`src/rtl/asl_pkg.sv`:
```
`timescale 1ns / 1ps
// asl_pkg: shared types and constants of the assembly source lexer
// used by every module of the block; depends on nothing
package asl_pkg;

  // position counter width and output field width
  localparam int POS_W   = 16;
  localparam int OUT_W   = 16;
  localparam int OUT_MAX = 65535;

  // depth of the token queue between front and back
  localparam int QDEPTH = 4;
  localparam int QA_W   = $clog2(QDEPTH);

  // token kinds
  localparam logic [3:0] TK_NEWLINE = 4'd0;
  localparam logic [3:0] TK_DOT     = 4'd1;
  localparam logic [3:0] TK_COMMA   = 4'd2;
  localparam logic [3:0] TK_COLON   = 4'd3;
  localparam logic [3:0] TK_PLUS    = 4'd4;
  localparam logic [3:0] TK_MINUS   = 4'd5;
  localparam logic [3:0] TK_LPAR    = 4'd6;
  localparam logic [3:0] TK_RPAR    = 4'd7;
  localparam logic [3:0] TK_IDENT   = 4'd8;
  localparam logic [3:0] TK_INT     = 4'd9;
  localparam logic [3:0] TK_ERROR   = 4'd10;

  // input item kinds
  localparam logic IK_CHAR = 1'b0;
  localparam logic IK_EOS  = 1'b1;

  // character codes
  localparam logic [7:0] CH_HASH  = 8'h23;
  localparam logic [7:0] CH_UNDER = 8'h5f;
  localparam logic [7:0] CH_LX    = 8'h78;
  localparam logic [7:0] CH_UX    = 8'h58;
  localparam logic [7:0] CH_LB    = 8'h62;
  localparam logic [7:0] CH_UB    = 8'h42;
  localparam logic [7:0] CH_NL    = 8'h0a;
  localparam logic [7:0] CH_TAB   = 8'h09;
  localparam logic [7:0] CH_CR    = 8'h0d;
  localparam logic [7:0] CH_SPACE = 8'h20;
  localparam logic [7:0] CH_ZERO  = 8'h30;
  localparam logic [7:0] CH_ONE   = 8'h31;

  typedef enum logic [2:0] {
    LM_IDLE,
    LM_COMMENT,
    LM_IDENT,
    LM_NUMFIRST,
    LM_NUMBER,
    LM_ERROR
  } lex_mode_t;

  typedef enum logic [1:0] {
    NB_DEC,
    NB_HEX,
    NB_BIN
  } num_base_t;

  // one finished token
  typedef struct packed {
    logic [3:0]       kind;
    logic [OUT_W-1:0] line;
    logic [OUT_W-1:0] col;
    logic [OUT_W-1:0] offset;
    logic [OUT_W-1:0] length;
  } token_t;

  // tokens caused by one input item, in order
  typedef struct packed {
    logic   two;
    token_t tok0;
    token_t tok1;
  } tok_entry_t;

endpackage

```
`src/rtl/assembly_source_lexer.sv`:
```
`timescale 1ns / 1ps
// assembly_source_lexer: streaming tokenizer for assembly source text
// depends on asl_pkg, asl_front, asl_queue and asl_back
//
// Input channel: one character (in_kind 0) or end of source (in_kind 1)
// per request; a request is taken at a clock edge with in_push high and
// in_full low. Result channel: tokens with start line, column, offset and
// length; the oldest token is on the out_ ports while out_empty is low and
// is taken at an edge with out_pop high. out_last_of_run marks the final
// token caused by one input request; a request may cause none, one or two.
// A request is lexed in the cycle it is taken; its tokens pass the queue
// and output register. One request can be taken every cycle while in_full
// is low; the output register hands out one token per cycle, so bursts of
// two-token requests fill the four-entry queue, which then raises in_full.
// When the receiver stalls the current token holds and the queue fills.
// Reset clears the lexer state, positions, queue and output register; no
// clearing pass is needed, so the block takes requests right after reset.
module assembly_source_lexer
  import asl_pkg::*;
(
  input  logic             clk,
  input  logic             rst_n,
  input  logic             in_push,
  output logic             in_full,
  input  logic             in_kind,
  input  logic [7:0]       in_char_code,
  output logic             out_empty,
  input  logic             out_pop,
  output logic [3:0]       out_token_kind,
  output logic [OUT_W-1:0] out_start_line,
  output logic [OUT_W-1:0] out_start_col,
  output logic [OUT_W-1:0] out_start_offset,
  output logic [OUT_W-1:0] out_token_length,
  output logic             out_last_of_run
);

  logic       accept;
  logic       ent_valid;
  tok_entry_t ent;
  tok_entry_t q_data;
  logic       q_full, q_empty, q_pop;
  token_t     out_tok;

  assign in_full = q_full;
  assign accept  = in_push && !q_full;

  // front: lexer state and token forming
  asl_front u_front (
    .clk          (clk),
    .rst_n        (rst_n),
    .accept       (accept),
    .in_kind      (in_kind),
    .in_char_code (in_char_code),
    .ent_valid    (ent_valid),
    .ent          (ent)
  );

  // queue between front and back
  asl_queue u_queue (
    .clk     (clk),
    .rst_n   (rst_n),
    .push    (accept && ent_valid),
    .wr_data (ent),
    .full    (q_full),
    .pop     (q_pop),
    .empty   (q_empty),
    .rd_data (q_data)
  );

  // back: one token per cycle to the result ports while the receiver takes them
  asl_back u_back (
    .clk       (clk),
    .rst_n     (rst_n),
    .q_empty   (q_empty),
    .q_data    (q_data),
    .q_pop     (q_pop),
    .out_empty (out_empty),
    .out_pop   (out_pop),
    .out_tok   (out_tok),
    .out_last  (out_last_of_run)
  );

  assign out_token_kind   = out_tok.kind;
  assign out_start_line   = out_tok.line;
  assign out_start_col    = out_tok.col;
  assign out_start_offset = out_tok.offset;
  assign out_token_length = out_tok.length;

endmodule

```
`src/rtl/asl_front.sv`:
```
`timescale 1ns / 1ps
// asl_front: accepts characters, tracks the lexer state and positions,
// and forms the tokens of each item; depends on asl_pkg
module asl_front
  import asl_pkg::*;
(
  input  logic       clk,
  input  logic       rst_n,
  input  logic       accept,
  input  logic       in_kind,
  input  logic [7:0] in_char_code,
  output logic       ent_valid,
  output tok_entry_t ent
);

  lex_mode_t        mode_r, mode_nxt;
  num_base_t        base_r, base_nxt;
  logic [POS_W-1:0] cur_off_r, cur_off_nxt;
  logic [POS_W-1:0] cur_line_r, cur_line_nxt;
  logic [POS_W-1:0] cur_col_r, cur_col_nxt;
  logic [POS_W-1:0] tok_off_r, tok_off_nxt;
  logic [POS_W-1:0] tok_line_r, tok_line_nxt;
  logic [POS_W-1:0] tok_col_r, tok_col_nxt;
  logic             any_r, any_nxt;

  logic [7:0]       c;
  logic             is_dec, is_id, is_blank, is_nl, is_hex, is_bin;
  logic [3:0]       pk;
  logic             do_open, do_fresh, do_adv;
  logic [3:0]       open_kind;
  logic             fr_emit, fr_mark, fr_adv;
  logic [3:0]       fr_kind;
  logic [POS_W-1:0] fr_len;
  lex_mode_t        fr_mode;
  logic [POS_W-1:0] open_len;
  token_t           open_tok, fr_tok, eos_tok;
  logic             eos_nl;

  function automatic logic [POS_W-1:0] inc_pos(input logic [POS_W-1:0] v);
    return (v == '1) ? v : v + 1'b1;
  endfunction

  function automatic logic [OUT_W-1:0] sat_out(input logic [POS_W-1:0] v);
    if (POS_W > OUT_W && v > POS_W'(OUT_MAX)) begin
      return '1;
    end
    return OUT_W'(v);
  endfunction

  // character classes
  assign c        = in_char_code;
  assign is_dec   = c inside {[8'h30:8'h39]};
  assign is_id    = (c inside {[8'h61:8'h7a], [8'h41:8'h5a]}) || c == CH_UNDER;
  assign is_blank = c == CH_SPACE || c == CH_TAB || c == CH_CR;
  assign is_nl    = c == CH_NL;
  assign is_hex   = is_dec || (c inside {[8'h61:8'h66], [8'h41:8'h46]});
  assign is_bin   = c == CH_ZERO || c == CH_ONE;

  always_comb begin
    case (c)
      8'h2e:   pk = TK_DOT;
      8'h2c:   pk = TK_COMMA;
      8'h3a:   pk = TK_COLON;
      8'h2b:   pk = TK_PLUS;
      8'h2d:   pk = TK_MINUS;
      8'h28:   pk = TK_LPAR;
      8'h29:   pk = TK_RPAR;
      default: pk = TK_NEWLINE;
    endcase
  end

  // what a character does when no token is open
  always_comb begin
    fr_emit = 1'b0;
    fr_mark = 1'b0;
    fr_adv  = 1'b1;
    fr_kind = TK_NEWLINE;
    fr_len  = (cur_off_r == '1) ? '0 : POS_W'(1);
    fr_mode = LM_IDLE;
    if (c == CH_HASH) begin
      fr_mode = LM_COMMENT;
    end else if (is_nl || pk != TK_NEWLINE) begin
      fr_emit = 1'b1;
      fr_mark = 1'b1;
      fr_kind = pk;
    end else if (is_id) begin
      fr_mark = 1'b1;
      fr_mode = LM_IDENT;
    end else if (is_dec) begin
      fr_mark = 1'b1;
      fr_mode = LM_NUMFIRST;
    end else if (!is_blank) begin
      fr_emit = 1'b1;
      fr_adv  = 1'b0;
      fr_kind = TK_ERROR;
      fr_len  = '0;
      fr_mode = LM_ERROR;
    end
  end

  // open token length and the token records
  assign open_len = (cur_off_r >= tok_off_r) ? cur_off_r - tok_off_r : '0;

  always_comb begin
    open_tok.kind   = open_kind;
    open_tok.line   = sat_out(tok_line_r);
    open_tok.col    = sat_out(tok_col_r);
    open_tok.offset = sat_out(tok_off_r);
    open_tok.length = sat_out(open_len);
    fr_tok.kind     = fr_kind;
    fr_tok.line     = sat_out(cur_line_r);
    fr_tok.col      = sat_out(cur_col_r);
    fr_tok.offset   = sat_out(cur_off_r);
    fr_tok.length   = sat_out(fr_len);
    eos_tok         = '0;
    eos_tok.kind    = TK_NEWLINE;
  end

  // lexer step
  always_comb begin
    do_open   = 1'b0;
    do_fresh  = 1'b0;
    do_adv    = 1'b0;
    open_kind = TK_IDENT;
    eos_nl    = 1'b0;
    base_nxt  = base_r;
    mode_nxt  = mode_r;
    if (in_kind == IK_EOS) begin
      case (mode_r)
        LM_IDENT: begin
          do_open = 1'b1;
        end
        LM_NUMFIRST, LM_NUMBER: begin
          do_open   = 1'b1;
          open_kind = TK_INT;
        end
        default: begin
          eos_nl = !any_r;
        end
      endcase
    end else begin
      case (mode_r)
        LM_ERROR: begin
        end
        LM_COMMENT: begin
          if (is_nl) begin
            do_fresh = 1'b1;
          end else begin
            do_adv = 1'b1;
          end
        end
        LM_IDENT: begin
          if (is_id || is_dec) begin
            do_adv = 1'b1;
          end else begin
            do_open  = 1'b1;
            do_fresh = 1'b1;
          end
        end
        LM_NUMFIRST: begin
          mode_nxt = LM_NUMBER;
          if (c == CH_LX || c == CH_UX) begin
            base_nxt = NB_HEX;
            do_adv   = 1'b1;
          end else if (c == CH_LB || c == CH_UB) begin
            base_nxt = NB_BIN;
            do_adv   = 1'b1;
          end else if (is_dec || c == CH_UNDER) begin
            do_adv = 1'b1;
          end else begin
            open_kind = TK_INT;
            do_open   = 1'b1;
            do_fresh  = 1'b1;
          end
        end
        LM_NUMBER: begin
          if (c == CH_UNDER || (base_r == NB_HEX && is_hex) ||
              (base_r == NB_BIN && is_bin) || (base_r == NB_DEC && is_dec)) begin
            do_adv = 1'b1;
          end else begin
            open_kind = TK_INT;
            do_open   = 1'b1;
            do_fresh  = 1'b1;
          end
        end
        default: begin
          do_fresh = 1'b1;
        end
      endcase
      if (do_fresh) begin
        mode_nxt = fr_mode;
        if (fr_mode == LM_NUMFIRST) begin
          base_nxt = NB_DEC;
        end
      end
    end
  end

  // queue entry for this item
  always_comb begin
    ent       = '0;
    ent_valid = 1'b0;
    if (do_open) begin
      ent.tok0  = open_tok;
      ent_valid = 1'b1;
      if (do_fresh && fr_emit) begin
        ent.tok1 = fr_tok;
        ent.two  = 1'b1;
      end
    end else if (do_fresh && fr_emit) begin
      ent.tok0  = fr_tok;
      ent_valid = 1'b1;
    end else if (eos_nl) begin
      ent.tok0  = eos_tok;
      ent_valid = 1'b1;
    end
  end

  // position and token start update
  always_comb begin
    cur_off_nxt  = cur_off_r;
    cur_line_nxt = cur_line_r;
    cur_col_nxt  = cur_col_r;
    tok_off_nxt  = tok_off_r;
    tok_line_nxt = tok_line_r;
    tok_col_nxt  = tok_col_r;
    any_nxt      = any_r || ent_valid;
    if (in_kind == IK_EOS) begin
      cur_off_nxt  = '0;
      cur_line_nxt = '0;
      cur_col_nxt  = '0;
      tok_off_nxt  = '0;
      tok_line_nxt = '0;
      tok_col_nxt  = '0;
      any_nxt      = 1'b0;
    end else begin
      if (do_fresh && fr_mark) begin
        tok_off_nxt  = cur_off_r;
        tok_line_nxt = cur_line_r;
        tok_col_nxt  = cur_col_r;
      end
      if (do_adv || (do_fresh && fr_adv)) begin
        cur_off_nxt = inc_pos(cur_off_r);
        if (is_nl) begin
          cur_line_nxt = inc_pos(cur_line_r);
          cur_col_nxt  = '0;
        end else begin
          cur_col_nxt = inc_pos(cur_col_r);
        end
      end
    end
  end

  // state registers
  always_ff @(posedge clk) begin
    if (!rst_n) begin
      mode_r     <= LM_IDLE;
      base_r     <= NB_DEC;
      cur_off_r  <= '0;
      cur_line_r <= '0;
      cur_col_r  <= '0;
      tok_off_r  <= '0;
      tok_line_r <= '0;
      tok_col_r  <= '0;
      any_r      <= 1'b0;
    end else if (accept) begin
      mode_r     <= (in_kind == IK_EOS) ? LM_IDLE : mode_nxt;
      base_r     <= (in_kind == IK_EOS) ? NB_DEC : base_nxt;
      cur_off_r  <= cur_off_nxt;
      cur_line_r <= cur_line_nxt;
      cur_col_r  <= cur_col_nxt;
      tok_off_r  <= tok_off_nxt;
      tok_line_r <= tok_line_nxt;
      tok_col_r  <= tok_col_nxt;
      any_r      <= any_nxt;
    end
  end

endmodule

```
`src/rtl/asl_queue.sv`:
```
`timescale 1ns / 1ps
// asl_queue: short register queue of token entries between front and back
// depends on asl_pkg
module asl_queue
  import asl_pkg::*;
(
  input  logic       clk,
  input  logic       rst_n,
  input  logic       push,
  input  tok_entry_t wr_data,
  output logic       full,
  input  logic       pop,
  output logic       empty,
  output tok_entry_t rd_data
);

  tok_entry_t      store_r [QDEPTH];
  logic [QA_W-1:0] wr_ptr_r, wr_ptr_nxt;
  logic [QA_W-1:0] rd_ptr_r, rd_ptr_nxt;
  logic [QA_W:0]   count_r, count_nxt;
  logic            do_push, do_pop;

  assign full    = count_r == (QA_W+1)'(QDEPTH);
  assign empty   = count_r == '0;
  assign rd_data = store_r[rd_ptr_r];
  assign do_push = push && !full;
  assign do_pop  = pop && !empty;

  // pointer and fill count update
  always_comb begin
    wr_ptr_nxt = do_push ? wr_ptr_r + 1'b1 : wr_ptr_r;
    rd_ptr_nxt = do_pop ? rd_ptr_r + 1'b1 : rd_ptr_r;
    count_nxt  = count_r;
    if (do_push && !do_pop) begin
      count_nxt = count_r + 1'b1;
    end else if (do_pop && !do_push) begin
      count_nxt = count_r - 1'b1;
    end
  end

  always_ff @(posedge clk) begin
    if (!rst_n) begin
      wr_ptr_r <= '0;
      rd_ptr_r <= '0;
      count_r  <= '0;
    end else begin
      wr_ptr_r <= wr_ptr_nxt;
      rd_ptr_r <= rd_ptr_nxt;
      count_r  <= count_nxt;
    end
  end

  // entry storage
  always_ff @(posedge clk) begin
    if (do_push) begin
      store_r[wr_ptr_r] <= wr_data;
    end
  end

endmodule

```
`src/rtl/asl_back.sv`:
```
`timescale 1ns / 1ps
// asl_back: takes token entries from the queue and hands them out one token
// at a time through the output register; depends on asl_pkg
module asl_back
  import asl_pkg::*;
(
  input  logic       clk,
  input  logic       rst_n,
  input  logic       q_empty,
  input  tok_entry_t q_data,
  output logic       q_pop,
  output logic       out_empty,
  input  logic       out_pop,
  output token_t     out_tok,
  output logic       out_last
);

  logic   sel_r, sel_nxt;
  logic   valid_r, valid_nxt;
  token_t tok_r, tok_nxt;
  logic   last_r, last_nxt;
  logic   load;

  // load the output register when it is free or being taken
  assign load = !q_empty && (!valid_r || out_pop);

  always_comb begin
    sel_nxt   = sel_r;
    tok_nxt   = tok_r;
    last_nxt  = last_r;
    q_pop     = 1'b0;
    valid_nxt = valid_r && !out_pop;
    if (load) begin
      valid_nxt = 1'b1;
      tok_nxt   = sel_r ? q_data.tok1 : q_data.tok0;
      last_nxt  = sel_r || !q_data.two;
      if (sel_r || !q_data.two) begin
        q_pop   = 1'b1;
        sel_nxt = 1'b0;
      end else begin
        sel_nxt = 1'b1;
      end
    end
  end

  always_ff @(posedge clk) begin
    if (!rst_n) begin
      sel_r   <= 1'b0;
      valid_r <= 1'b0;
    end else begin
      sel_r   <= sel_nxt;
      valid_r <= valid_nxt;
    end
  end

  // output payload
  always_ff @(posedge clk) begin
    tok_r  <= tok_nxt;
    last_r <= last_nxt;
  end

  assign out_empty = !valid_r;
  assign out_tok   = tok_r;
  assign out_last  = last_r;

endmodule

```
`config.mk`:
```
export PLATFORM = sky130hd
export DESIGN_NAME = assembly_source_lexer
export DESIGN_NICKNAME = d
export VERILOG_FILES = /design/src/rtl/asl_pkg.sv /design/src/rtl/assembly_source_lexer.sv /design/src/rtl/asl_front.sv /design/src/rtl/asl_queue.sv /design/src/rtl/asl_back.sv
export SDC_FILE = /design/constraint.sdc
export NUM_CORES = 1
export LEC_CHECK = 0
export BUFFER_PORTS_ARGS = -buffer_cell sky130_fd_sc_hd__clkbuf_2
export CAP_MARGIN = 30
export CORE_MARGIN = 2
export CORE_UTILIZATION = 30
export DETAILED_ROUTE_END_ITERATION = 12
export GPL_TIMING_DRIVEN = 0
export PLACE_DENSITY = 0.5
export SLEW_MARGIN = 20
export SYNTH_ARGS = -nofsm -noshare
export SYNTH_HDL_FRONTEND = slang
export SYNTH_SLANG_ARGS = --single-unit
export TNS_END_PERCENT = 50
```
`constraint.sdc`:
```
create_clock -name clk -period 6.24 [get_ports clk]
set_input_delay 0.624 -clock clk [delete_from_list [all_inputs] [get_ports clk]]
set_output_delay 0.624 -clock clk [all_outputs]
set_load 0.02 [all_outputs]
```
==> results_tabular.tex <==
\begin{tabular}{lr}
\hline
Metric & Value \\
\hline
\multicolumn{2}{l}{\textbf{Place}} \\
\quad Weighted congestion at the end of routability-driven global placement & 0.868 \\
\quad Quantity of I/O buffers inserted on ports & 82 \\
\quad Detailed-placement wirelength estimate & 46100 um \\
\multicolumn{2}{l}{\textbf{Floorplan}} \\
\quad Initial Utilization & 30.4\% \\
\quad Die Wd & 307 um \\
\quad Placement Rows & 110 \\
\quad Area of the core & 90400 um\^{}2 \\
\quad Number of I/O pins & 84 \\
\quad Area enclosed by the die boundary & 94000 um\^{}2 \\
\quad Die extent in y & 307 um \\
\multicolumn{2}{l}{\textbf{Clock network}} \\
\quad Post-cts hold buffer count & 0 \\
\quad Clk Tree Root Cell & clkbuf\_16 \\
\quad Clock network latency to the later pin of the worst-skew pair & 0.61 ns \\
\quad Count of instances resized after the clock tree is built & 0 \\
\quad Clock sinks & 670 \\
\quad Post-CTS clock slew at the launch and capture registers of the worst setup and hold paths & 0.06 ns \\
\quad TritonCTS clock tree & done \\
\quad Count of H-tree levels built during CTS & 3 \\
\quad Clock Path Buffers & 3 \\
\quad Post-CTS setup buffers & 0 \\
\quad Clock buffers created by TritonCTS & 73 \\
\multicolumn{2}{l}{\textbf{Yosys}} \\
\quad Post-synthesis mux area share & 12.3\% \\
\quad Share of synthesized flip-flops with an asynchronous set or reset & 0\% \\
\quad Post-Synth XOR/XNOR Area & 0.542\% \\
\quad EDFF count, synth & 557 \\
\quad Prevailing post-synth register cell & edfxtp\_1 \\
\quad Portion of the post-synthesis area used by sequential elements & 69.1\% \\
\quad Simple-Gate Fraction of Synth Area & 8.68\% \\
\quad Commonest cells in the netlist & 557 x edfxtp\_1, 123 x nand2\_1, 122 x mux4\_2, 113 x dfxtp\_1, 74 x nand3\_1 \\
\quad Cells taking the most area after synthesis & edfxtp\_1 61\%, mux4\_2 10\%, dfxtp\_1 8.2\% \\
\quad Count of different cell masters after synthesis & 69 \\
\quad Top-area cell type share of the netlist area & 60.9\% \\
\quad Dominant cell by count in the synthesized netlist & edfxtp\_1 \\
\quad Avg Cell Area, Syn & 15.8 um\^{}2 \\
\quad Largest family of logic cells by synthesized area & multiplexers \\
\quad Syn Std Cell Area & 27500 um\^{}2 \\
\quad Count of state elements after synthesis & 670 \\
\quad Post-synthesis cell count & 1744 \\
\quad Yosys synthesis warning count & 0 \\
\quad Biggest area consumer among synthesized cells & edfxtp\_1 \\
\quad Mapped Nets & 1783 \\
\quad Synthesized-area fraction occupied by ao, oa, aoi and oai cells & 6.06\% \\
\quad Synthesized-area fraction occupied by adder cells & 1.24\% \\
\multicolumn{2}{l}{\textbf{Timing}} \\
\quad Least-Margin Pin Slew & 0.934 ns \\
\quad Achievable frequency & 0.232 GHz \\
\quad Final period utilization & 69.1\% \\
\quad Setup-failing EPs final & 0 \\
\quad Final Hold Slack & 0.331 ns \\
\quad Min cycle time layout & 4.31 ns \\
\quad Setup tns final & 0 ns \\
\quad Final Max Slew Viols & 0 \\
\quad Final Skew & 0.0230 ns \\
\quad Relative slew slack & 37.8\% \\
\quad Final Hold Viols & 0 \\
\quad Unrepaired setup endpoints after global routing & false \\
\multicolumn{2}{l}{\textbf{Route}} \\
\quad Aggregate routed wire length & 68400 um \\
\quad WL met1 & 31000 um \\
\quad Uppermost routed layer & met5 \\
\quad Final antenna-violating net count & 0 \\
\quad Number of remaining DRC errors & 0 \\
\quad Sum of met3 wire segment lengths after detailed routing & 3880 um \\
\quad First drt pass iteration count & 5 \\
\quad Met2 wire length & 32100 um \\
\quad Via-per-instance ratio & 5.05 \\
\quad Count of vias placed by the detailed router & 16.0k \\
\quad WL/cell & 21.6 um \\
\quad 1st-iter DRT viols & 1415 \\
\multicolumn{2}{l}{\textbf{Power and ir drop}} \\
\quad Proportion of power drawn by the clock network & 32.1\% \\
\quad Cell internal pwr & 9.42 mW \\
\quad Leakage power figure & 11.0 nW \\
\quad Combinational Power Share & 24.7\% \\
\quad Net load switching power & 3.74 mW \\
\quad Power Dens Cells & 407 nW/um\^{}2 \\
\quad Flop pwr share & 43.2\% \\
\quad Proportion of total power due to net switching & 28.4\% \\
\quad Max VDD drop & 0.176 mV \\
\multicolumn{2}{l}{\textbf{Global routing}} \\
\quad GRT Util Overall & 14.6\% \\
\quad Number of antenna violations at the first check in global routing & 4 \\
\quad Maximum number of pins on one net before global-route repair & 44 \\
\quad Vias in the first global route & 16.5k \\
\quad Remaining global-route overflow & 0 \\
\quad Global-route wire length before repair & 104000 um \\
\multicolumn{2}{l}{\textbf{Critical path}} \\
\quad Critical setup path kind & input pin to flip-flop \\
\quad Worst-path fanout max & 10 \\
\quad Worst stage delay on the critical path & 0.66 ns \\
\quad Family with the most delay on the worst path & compound AO/OA/AOI/OAI gates \\
\quad Worst endpoint required time & 6.58 ns \\
\quad Crit path launch type & input pin \\
\quad List of cells traversed by the critical path & clkbuf\_2 -> clkbuf\_1 -> nand2\_1 -> o22ai\_1 -> o211ai\_1 -> a21o\_1 -> a211oi\_1 -> clkbuf\_1 -> nand2\_1 -> nor3\_1 \\
\quad CP Buf/Inv Count & 3 \\
\quad Signal arrival time at the worst endpoint & 4.65 ns \\
\quad CP endpoint kind & flip-flop \\
\quad Crit-path slowest cell & nand2\_1 \\
\multicolumn{2}{l}{\textbf{Job}} \\
\quad Max-cap viol count & 0 \\
\multicolumn{2}{l}{\textbf{Run status}} \\
\quad Status & finished clean \\
\multicolumn{2}{l}{\textbf{Cells and area}} \\
\quad Number of nets at the end of the flow & 1970 \\
\quad P\&R area growth vs syn & 17.7\% \\
\quad Diodes inserted & 0 \\
\quad Ratio of cells with drive above 1 in the final layout & 21.6\% \\
\multicolumn{2}{l}{\textbf{Hold path}} \\
\quad Worst hold path type & input pin to flip-flop \\
\hline
\end{tabular}
==> stage by stage <==
stage / utilization [%] / power [mW] / setup slack [ns] / instance area (um^2) / std cells
after global routing: 35.8 / 13.8 / 1.75 / 32300 / 3164
after floorplan: - / 7.87 / 0.525 / 27500 / 1744
after detailed placement: 33.1 / 9.10 / 1.31 / 29900 / 3027
after CTS: 35.7 / 13.4 / 1.96 / 32300 / 3159
final: 35.8 / 13.2 / 1.93 / 32300 / 3164
after global placement: 32.5 / 8.85 / -3.77 / 29400 / 3002
==> placed cells by master (no fill, tap or decap), types with 14 or more instances in the layout <==
| cell type | synthesis | layout |
|---|---|---|
| buf_1 | 18 | 17 |
| buf_16 | 0 | 16 |
| a21oi_1 | 64 | 63 |
| and3_1 | 53 | 53 |
| edfxtp_1 | 557 | 557 |
| mux4_2 | 122 | 122 |
| nor2b_1 | 23 | 23 |
| inv_1 | 42 | 42 |
| clkbuf_2 | 1 | 85 |
| o21ai_0 | 61 | 61 |
| clkinv_2 | 0 | 15 |
| a22o_1 | 49 | 49 |
| nand3_1 | 74 | 74 |
| ha_1 | 24 | 24 |
| clkbuf_16 | 0 | 76 |
| nand4_1 | 14 | 14 |
| clkbuf_1 | 66 | 81 |
| or3_1 | 34 | 34 |
| nor2_1 | 58 | 58 |
| mux2_2 | 54 | 54 |
| nand2_1 | 123 | 123 |
| dfxtp_1 | 113 | 113 |
==> logic make-up after synthesis <==
group / after synthesis
adder cells (fa/ha/maj): 26
flip-flops: 670
buffers and inverters: 141
AND/OR/NAND/NOR: 458
AO/OA/AOI/OAI: 253
XOR/XNOR: 17
multiplexers: 179
==> worst paths after layout <==
path,slack (ns),start,endpoint,cells after the start
setup / recovery,1.93,in_char_code[3],u_queue.store_r[1][64],10
hold / removal,0.33,out_pop,u_back.valid_r,4
setup reg to reg,2.21,u_front.mode_r[1],u_queue.store_r[1][64],7
hold reg to reg,0.48,u_front.tok_line_r[14],u_front.tok_line_r[14],1
==> registers in the layout, summed over array words and instances, names as in the netlist, 2 cells and up, named ones only <==
register            count
u_back.out_tok         68
u_front.cur_col_r      16
u_front.base_r          2
u_queue.wr_ptr_r        2
u_front.mode_r          3
u_queue.count_r         3
u_front.tok_line_r     16
u_queue.rd_ptr_r        2
u_front.cur_off_r      16
u_front.cur_line_r     16
u_front.tok_off_r      16
u_front.tok_col_r      16
u_queue.store_r       488
==> final cells by class <==
class	count	area, um^2
clock inverters	32	277
flip-flops and latches	670	19000
fillers	8505	58100
well taps	1176	1470
clock buffers	100	2060
plain buffers	99	402
multi-input cells	933	7950
repair buffers	112	1020
inverters	42	158
==> worst min-delay path: stages <==
cell	delay, ns
clkbuf_2	0.08
inv_1	0.07
nand2_1	0.07
a21oi_1	0.06
==> routing by layer <==
metal  GRT usage, %  up-vias
met1           19.9     8201
li1               -     7229
met2           23.5      452
met5              0        -
met4           4.40        8
met3           2.83       94
==> power groups by stage <==
stage	sequential [mW]	combinational (mW)	clock (mW)
floorplan	6.15	1.72	0
detailed placement	5.79	3.31	0
finish	5.69	3.25	4.22
CTS	5.70	3.33	4.34
global route	5.75	3.52	4.52
global placement	5.91	2.95	0
Note: power is estimated with default switching activity, not from simulation.
